`config.mk`:
```
export PLATFORM = sky130hd
export DESIGN_NAME = cigar_parser_query_length_top
export DESIGN_NICKNAME = d
export VERILOG_FILES = /design/src/hdl/cpql_pkg.sv /design/src/hdl/cigar_parser_query_length_top.sv /design/src/hdl/cpql_step.sv
export SDC_FILE = /design/constraint.sdc
export NUM_CORES = 1
export LEC_CHECK = 0
export BUFFER_PORTS_ARGS = -buffer_cell sky130_fd_sc_hd__buf_2
export CAP_MARGIN = 20
export CORE_ASPECT_RATIO = 1.25
export CORE_MARGIN = 3
export CORE_UTILIZATION = 60
export CTS_CLUSTER_DIAMETER = 50
export CTS_CLUSTER_SIZE = 40
export DETAILED_ROUTE_END_ITERATION = 8
export PLACE_DENSITY_LB_ADDON = 0.05
export RECOVER_POWER = 25
export SYNTH_ARGS = -nofsm -noshare
export SYNTH_HDL_FRONTEND = slang
export SYNTH_SLANG_ARGS = --single-unit
```
`constraint.sdc`:
```
create_clock -name clk -period 9.6 [get_ports clk]
set_clock_uncertainty 0.15 [all_clocks]
set_input_delay 1.92 -clock clk [delete_from_list [all_inputs] [get_ports clk]]
set_output_delay 1.92 -clock clk [all_outputs]
set_load 0.1 [all_outputs]
```
`src/hdl/cpql_pkg.sv`:
```
// Shared types and constants for the CIGAR parser with query-length total.
`default_nettype none
package cpql_pkg;

	localparam int LEN_BITS_DEF = 32;
	localparam int OUT_BITS     = 32;

	localparam logic [7:0] CH_ZERO  = 8'h30;
	localparam logic [7:0] CH_NINE  = 8'h39;
	localparam logic [7:0] CH_EQUAL = 8'h3D;
	localparam logic [7:0] CH_UPPER_A = 8'h41;
	localparam logic [7:0] CH_UPPER_Z = 8'h5A;
	localparam logic [7:0] CH_M     = 8'h4D;
	localparam logic [7:0] CH_I     = 8'h49;
	localparam logic [7:0] CH_D     = 8'h44;

	typedef enum logic [2:0] {
		ST_OK          = 3'd0,
		ST_ZERO_LEN    = 3'd1,
		ST_BAD_CHAR    = 3'd2,
		ST_MISSING_OP  = 3'd3,
		ST_UNSUPPORTED = 3'd4,
		ST_OVERFLOW    = 3'd5
	} status_t;

	typedef struct packed {
		logic                has_res;
		logic                op_valid;
		logic [7:0]          op_char;
		logic [OUT_BITS-1:0] op_length;
		logic                string_end;
		logic [OUT_BITS-1:0] query_length;
		status_t             status;
	} result_t;

endpackage
`default_nettype wire

```
`src/hdl/cigar_parser_query_length_top.sv`:
```
// Top level of the CIGAR parser: input register, parser state, and result register.
// A character is captured in the input register; its result is then registered in the result register.
// Throughput: one character per cycle while out_stall does not hold the pipeline, set by the parse step.
// A stalled result holds the result register; one more request can wait in the input register.
// Reset clears the parser state and both valid flags, and sets req_mid_q to 1.
`default_nettype none
module cigar_parser_query_length_top
	import cpql_pkg::*;
#(
	parameter int LEN_BITS = LEN_BITS_DEF
) (
	input  wire logic                clk,
	input  wire logic                arst_n,
	input  wire logic                cfg_we,
	input  wire logic                cfg_wdata,
	input  wire logic                in_valid,
	output logic                     in_stall,
	input  wire logic [7:0]          char_in,
	input  wire logic                last_char,
	output logic                     out_valid,
	input  wire logic                out_stall,
	output logic                     op_valid,
	output logic [7:0]               op_char,
	output logic [OUT_BITS-1:0]      op_length,
	output logic                     string_end,
	output logic [OUT_BITS-1:0]      query_length,
	output logic [2:0]               status
);

	logic                req_mid_q;
	logic                valid_s1;
	logic [7:0]          char_s1;
	logic                last_s1;
	logic [LEN_BITS-1:0] acc_q;
	logic [LEN_BITS-1:0] total_q;
	status_t             err_q;
	logic [LEN_BITS-1:0] acc_next;
	logic [LEN_BITS-1:0] total_next;
	status_t             err_next;
	result_t             res;
	result_t             res_q;
	logic                out_valid_q;
	logic                advance;
	logic                take;

	assign advance  = !out_valid_q || !out_stall;
	assign in_stall = valid_s1 && !advance;
	assign take     = in_valid && !in_stall;

	always_ff @(posedge clk or negedge arst_n) begin
		if (!arst_n) begin
			req_mid_q <= 1'b1;
		end else if (cfg_we) begin
			req_mid_q <= cfg_wdata;
		end
	end

	always_ff @(posedge clk or negedge arst_n) begin
		if (!arst_n) begin
			valid_s1 <= 1'b0;
		end else if (take) begin
			valid_s1 <= 1'b1;
		end else if (advance) begin
			valid_s1 <= 1'b0;
		end
	end

	always_ff @(posedge clk) begin
		if (take) begin
			char_s1 <= char_in;
			last_s1 <= last_char;
		end
	end

	cpql_step #(
		.LEN_BITS(LEN_BITS)
	) u_step (
		.char_s1   (char_s1),
		.last_s1   (last_s1),
		.req_mid   (req_mid_q),
		.acc       (acc_q),
		.total     (total_q),
		.err       (err_q),
		.acc_next  (acc_next),
		.total_next(total_next),
		.err_next  (err_next),
		.res       (res)
	);

	always_ff @(posedge clk or negedge arst_n) begin
		if (!arst_n) begin
			acc_q       <= '0;
			total_q     <= '0;
			err_q       <= ST_OK;
			out_valid_q <= 1'b0;
		end else if (advance) begin
			out_valid_q <= valid_s1 && res.has_res;
			if (valid_s1) begin
				acc_q   <= acc_next;
				total_q <= total_next;
				err_q   <= err_next;
			end
		end
	end

	always_ff @(posedge clk) begin
		if (advance && valid_s1) begin
			res_q <= res;
		end
	end

	assign out_valid    = out_valid_q;
	assign op_valid     = res_q.op_valid;
	assign op_char      = res_q.op_char;
	assign op_length    = res_q.op_length;
	assign string_end   = res_q.string_end;
	assign query_length = res_q.query_length;
	assign status       = res_q.status;

`ifndef SYNTHESIS
	a_close_only: assert property (@(posedge clk) disable iff (!arst_n)
		out_valid && !op_valid |-> string_end && op_length == '0 && op_char == 8'h00)
		else $error("Result without an operation does not close the string.");

	a_nonzero_op: assert property (@(posedge clk) disable iff (!arst_n)
		out_valid && op_valid |-> op_length != '0)
		else $error("Operation emitted with zero length.");

	a_end_clears: assert property (@(posedge clk) disable iff (!arst_n)
		valid_s1 && last_s1 && advance |=> err_q == ST_OK && total_q == '0 && acc_q == '0)
		else $error("Parser state not cleared after end of string.");

	a_stall_held: assert property (@(posedge clk) disable iff (!arst_n)
		in_stall |-> valid_s1 && out_valid_q)
		else $error("Input stalled while the pipeline can move.");
`endif

endmodule
`default_nettype wire

```
`src/hdl/cpql_step.sv`:
```
// Per-character parse step: next parser state and the result for one character.
`default_nettype none
module cpql_step
	import cpql_pkg::*;
#(
	parameter int LEN_BITS = LEN_BITS_DEF
) (
	input  wire logic [7:0]          char_s1,
	input  wire logic                last_s1,
	input  wire logic                req_mid,
	input  wire logic [LEN_BITS-1:0] acc,
	input  wire logic [LEN_BITS-1:0] total,
	input  wire status_t             err,
	output logic      [LEN_BITS-1:0] acc_next,
	output logic      [LEN_BITS-1:0] total_next,
	output status_t                  err_next,
	output result_t                  res
);

	localparam int EXT  = LEN_BITS + 4;
	localparam int WIDE = (LEN_BITS > OUT_BITS) ? LEN_BITS : OUT_BITS;
	localparam logic [WIDE-1:0] OUT_MAX_W = WIDE'({OUT_BITS{1'b1}});

	logic                is_digit;
	logic                is_op;
	logic                counted;
	logic [3:0]          digit;
	logic [EXT-1:0]      ten_acc;
	logic                digit_ovf;
	logic [LEN_BITS:0]   sum;
	logic [LEN_BITS-1:0] acc_d;
	logic [LEN_BITS-1:0] total_d;
	status_t             err_d;
	logic                emit_op;
	logic [WIDE-1:0]     len_wide;
	logic [WIDE-1:0]     total_wide;

	assign is_digit  = (char_s1 >= CH_ZERO) && (char_s1 <= CH_NINE);
	assign is_op     = ((char_s1 >= CH_UPPER_A) && (char_s1 <= CH_UPPER_Z))
		|| (char_s1 == CH_EQUAL);
	assign counted   = (char_s1 == CH_M) || (char_s1 == CH_I);
	assign digit     = 4'(char_s1 - CH_ZERO);
	assign ten_acc   = (EXT'(acc) << 3) + (EXT'(acc) << 1) + EXT'(digit);
	assign digit_ovf = |ten_acc[EXT-1:LEN_BITS];
	assign sum       = {1'b0, total} + {1'b0, acc};

	always_comb begin
		acc_d   = acc;
		total_d = total;
		err_d   = err;
		emit_op = 1'b0;
		if (err == ST_OK) begin
			if (is_digit) begin
				if (digit_ovf) begin
					acc_d = '1;
					err_d = ST_OVERFLOW;
				end else begin
					acc_d = ten_acc[LEN_BITS-1:0];
					if (last_s1) begin
						err_d = ST_MISSING_OP;
					end
				end
			end else if (is_op) begin
				if (acc == '0) begin
					err_d = ST_ZERO_LEN;
				end else if (req_mid && !counted && (char_s1 != CH_D)) begin
					err_d = ST_UNSUPPORTED;
				end else begin
					emit_op = 1'b1;
					acc_d   = '0;
					if (counted) begin
						if (sum[LEN_BITS]) begin
							total_d = '1;
							err_d   = ST_OVERFLOW;
						end else begin
							total_d = sum[LEN_BITS-1:0];
						end
					end
				end
			end else begin
				err_d = ST_BAD_CHAR;
			end
		end
	end

	assign len_wide   = WIDE'(acc);
	assign total_wide = WIDE'(total_d);

	always_comb begin
		res.has_res      = emit_op || last_s1;
		res.op_valid     = emit_op;
		res.op_char      = emit_op ? char_s1 : 8'h00;
		res.op_length    = '0;
		if (emit_op) begin
			res.op_length = (len_wide > OUT_MAX_W) ? {OUT_BITS{1'b1}}
				: len_wide[OUT_BITS-1:0];
		end
		res.string_end   = last_s1;
		res.query_length = (total_wide > OUT_MAX_W) ? {OUT_BITS{1'b1}}
			: total_wide[OUT_BITS-1:0];
		res.status       = err_d;
	end

	// The end of a string returns the parser to its cleared state.
	assign acc_next   = last_s1 ? '0 : acc_d;
	assign total_next = last_s1 ? '0 : total_d;
	assign err_next   = last_s1 ? ST_OK : err_d;

endmodule
`default_nettype wire
```
* After elaboration in Yosys (flattened, before gate mapping)
Cells that the tools add are included.
** Word-level totals
- Output and inout port bits :: 79
- Logic and storage cells :: 88
- Register bits after elaboration :: 156
- Bits of input ports :: 15
** Cells by class
- Eq/ne operators :: 6
- Mux-type cells :: 33
- Add/subtract/negate cells :: 4
- Reduce and logical (&&, ||, !) cells :: 25
- Magnitude comparators :: 6
** Operators by type and width (count)
- $mux 32 :: 16
- $gt 32x32->1 const B :: 2
- $add 35x33->36 :: 1
- $add 36x4->36 :: 1
- $add 32x32->33 :: 1
- $logic_not 32->1 :: 1
- $mux 3 :: 10
- $eq 8x7->1 const B :: 2
- $eq 8x6->1 const B :: 1
- $ge 8x6->1 const B :: 1
- $ge 8x7->1 const B :: 1
- $le 8x6->1 const B :: 1
- $le 8x7->1 const B :: 1
- $logic_and 1x1->1 :: 8
- $ne 8x7->1 const B :: 1
- $mux 1 :: 7
- $ne 3x2->1 const B :: 2
- $reduce_and 6->1 :: 1
- $logic_not 1->1 :: 5
- $logic_or 1x1->1 :: 4
- $reduce_bool 2->1 :: 2
- $reduce_or 4->1 :: 1
- $sub 4x1->4 const B :: 1
- $logic_not 3->1 :: 1
- 2 further kinds :: 2

* Depth between registers and ports, before layout
- Depth after elaboration :: 12
- Gate-level depth with buffers :: 14

* By module
From an unflattened synthesis, not the netlist that was laid out.
** Unflattened totals
- Cell total of the unflattened synthesis :: 1118
- Area total of the unflattened synthesis :: 11174.5 um2
** By module, submodules not included
- cpql_step :: sequential area each 0.0 um2, times used 1, area each 5881.9 um2, cells each 881
- cigar_parser_query_length_top :: sequential area each 4335.4 um2, times used 1, area each 5292.6 um2, cells each 237

* Least setup slack after synthesis
No wires, ideal clock.
- Path kind :: input port to flip-flop
- Start point :: in out_stall
- End point :: reg total_q[31]
- Data arrival time :: 5.289 ns
- Path buffers :: 1
- Stages on the path :: 7
- Path slack :: 4.032 ns
- Library setup time :: 0.129 ns
- Cell sequence :: nand2_1 > nand2_1 > inv_1 > clkbuf_1 > o21ai_2 > a22oi_1 > nand3_1
** On the way
- Longest elaborated chain between the ends :: 3
** RTL lines
- start, declared :: RTL line cigar_parser_query_length_top.sv:21 : input wire logic out_stall,
- $logic_not 1->1 :: RTL line cigar_parser_query_length_top.sv:46 : assign advance = !out_valid_q || !out_stall;
- $logic_or 1x1->1 :: RTL line cigar_parser_query_length_top.sv:46
- $reduce_and 2->1 (no line)
- end signal, assigned :: RTL line cigar_parser_query_length_top.sv:100 : total_q <= total_next;
- end, declared :: RTL line cigar_parser_query_length_top.sv:35 : logic [LEN_BITS-1:0] total_q;
No other way between the ends.
A chain may end at the register's enable or synchronous reset.

==> flow_summary.ini <==
[place]
gp_congestion = 0.966
dpl.cell_count = 1323
io_buffers = 93
pre_cts_ws_ns = 4.34
dp_hpwl_mm = 19.8

[finish]
syn2layout_area_growth_pct = 11.4
fin_nets = 1235
final_util = 0.683
fin_cells = 1355
drive_gt1_frac = 0.145
diodes = 0

[worst_setup_path]
worstSetupStartpointType = input pin
cp_top_family = buffers and inverters
critPathSlowestCell = clkbuf_1
cpPeakStageDelay_ns = 2.77
crit_required_ns = 9.06
crit_type = input pin to async pin
r2r_slack_ns = 4.87
crit_buf_inv = 2
worstReg2RegStart = char_s1[3]
r2r_cells = 12
worstPathArrival_ns = 4.82
path_max_fanout = 70
end_kind = async pin
r2r-end = status[0]
crit_chain = buf_2, clkbuf_1

[logic_synthesis]
yosys-top-cells-area = edfxtp_1 (25%), dfrtp_1 (17%), ha_1 (12%), a21oi_1 (4.0%), nand2_1 (3.6%)
synth_mux_area_frac = 0.00436
avgSynthCellArea_sq_um = 9.90
ys_seq_elements = 156
synth_top_cell_area_share = 0.250
synth_top_family_by_area = compound AO/OA/AOI/OAI gates
netlist_area_sq_mm = 0.0103
synth-simple-area-share = 0.162
synth_top_cell_by_area = edfxtp_1
syn-num-nets = 1157
synth_ff_type = edfxtp_1
yosysWarningCount = 0
synth_compound_area_frac = 0.217
synth_cells = 1044
seq_area_frac_synth = 0.420
synth_xor_area_frac = 0.0406
synth-edff-count = 86
yosysMostFrequentCell = nand2_1
synthTopCellsByCount = nand2_1 (100), ha_1 (95), edfxtp_1 (86), nor2_1 (85), a21oi_1 (83)
synthAdderAreaFrac = 0.121
synth_cell_types = 81
synthArstFlopShare = 0.449

[timing]
fmax_ghz = 0.187
worst-slew-pin-transition_ns = 3.98
finalSetupTns_ns = 0
hold_slack_ns = 0.359
hold_viol_final = 0
fin_crit_sh = 0.558
rsz0062_at_grt = false
finalSetupViolations = 0
final_max_slew_viol_count = 71
period_needed_ns = 5.36
setup_ws_ns = 4.24
maxSlewHeadroom = -1.65

[min_path]
hp-class = register to register
min_to = total_q[23]
hold_depth = 2
hold_path_startpoint = total_q[23]

[clock_network]
hold_buffers = 0
cts_made_buffers = 17
clock_path_buffers = 2
clk_latency_ns = 0.43
htreeDepth = 4
cts.sinks = 156
cts_tree = built
cts_root_buf = clkbuf_16
clk_pin_slew_ns = 0.06
cts_resized = 0
postCtsSetupBuffers = 0

[detailed_routing]
firstDrtPassIters = 5
drc = 0
wl_mm = 27.4
drt_iter0_drc = 627
postRouteAntennaNets = 0
routedWlPerCell_microns = 20.3
vias_per_cell = 6.34
num_vias = 8593

[grt]
grtUsageTotal = 0.298
antenna_found_initial = 0
grt_pass1_vias = 8405
grt_pass1_wl_mm = 44.0
grt_max_degree = 71
grt_overflow = 0

[pwr]
powerDensity_mw_per_mm2 = 152
power.leakage_nw = 5.45
max-vdd-ir-drop_mv = 0.132

[outcome]
violations = capacitance limit, slew limit
status = complete, but fails checks

[floorplan]
die-area_sq_mm = 0.0188
start_util = 0.613
dieWidth_microns = 123
io_pins = 94
row_count = 53
core_sq_mm = 0.0168
die_h_microns = 153

[flow_run]
cap_violations = 1
## power by group
part | internal [W] | switching, W
Combinational | 0.0000332 | 0.000235
Sequential | 0.000743 | 0.0000168
Clock | 0.000442 | 0.000282
## worst max path at each step
| stage | start | end | slack, ns | cells past startpoint |
|---|---|---|---|---|
| after floorplan | out_stall | total_q[31] | 4.03 | 7 |
| after global placement | out_stall | acc_q[26] | 4.41 | 9 |
| after detailed placement | out_stall | acc_q[14] | 4.34 | 9 |
| after CTS | out_stall | acc_q[6] | 4.76 | 9 |
| after global routing | arst_n | acc_q[25] | 3.48 | 2 |
| final | arst_n | acc_q[29] | 4.24 | 2 |
## per-stage QoR
step	cell area [sq um]	total power, W
after floorplan	10300	0.000990
after global placement	10900	0.00104
after detailed placement	10900	0.00104
after CTS	11500	0.00175
after global routing	11500	0.00180
final	11500	0.00175
## cells in the final DEF, fill, tap and decap left out, drive strengths merged, types with 6 or more instances in the layout
cell | Yosys | routed
clkinv | 0 | 7
a211oi | 11 | 11
nand4 | 13 | 13
a221oi | 6 | 6
ha | 95 | 95
clkbuf | 24 | 19
edfxtp | 86 | 86
o21bai | 18 | 18
xor2 | 18 | 18
dfrtp | 69 | 69
a31oi | 18 | 18
nand2 | 100 | 100
inv | 29 | 30
nand3 | 22 | 22
nor2 | 86 | 86
o211ai | 12 | 12
and3 | 10 | 10
or3 | 7 | 7
a22o | 17 | 17
a22oi | 20 | 20
buf | 17 | 99
and2 | 44 | 44
a21o | 37 | 37
a21oi | 86 | 86
nor4 | 18 | 18
nor3 | 17 | 17
o21ai | 64 | 64
nand2b | 10 | 10
xnor2 | 29 | 29
## registers in the layout, summed over array words and instances (netlist names)
register and count:
acc_q 32, char_s1 8, err_q 3, last_s1 1, op_char 8, op_length 32, op_valid 1, out_valid 1
query_length 32, req_mid_q 1, status 3, string_end 1, total_q 32, valid_s1 1
## routing by layer
layer	track usage	share of wire	vias to the layer above
met4	0.117	0.034	0
met5	0	0	-
li1	-	-	4075
met2	0.486	0.49	308
met3	0.0505	0.064	76
met1	0.395	0.41	4134
## kinds of logic (layout without fill, tap and decap cells)
group,count (synthesis),after routing
buffers and inverters,70,161
AO/OA/AOI/OAI,327,327
multiplexers,4,4
other,1,1
adder cells (fa/ha/maj),98,98
flip-flops,156,156
XOR/XNOR,47,47
AND/OR/NAND/NOR,341,341
## layout make-up
type	instances	area, sq um
Clock buffer	18	439
Clock inverter	14	191
Fill cell	1380	5330
Inverter	29	110
Multi-Input combinational cell	818	5650
Sequential cell	156	4340
Tap cell	220	275
Timing Repair Buffer	100	514
Note: power is estimated with default switching activity, not from simulation.
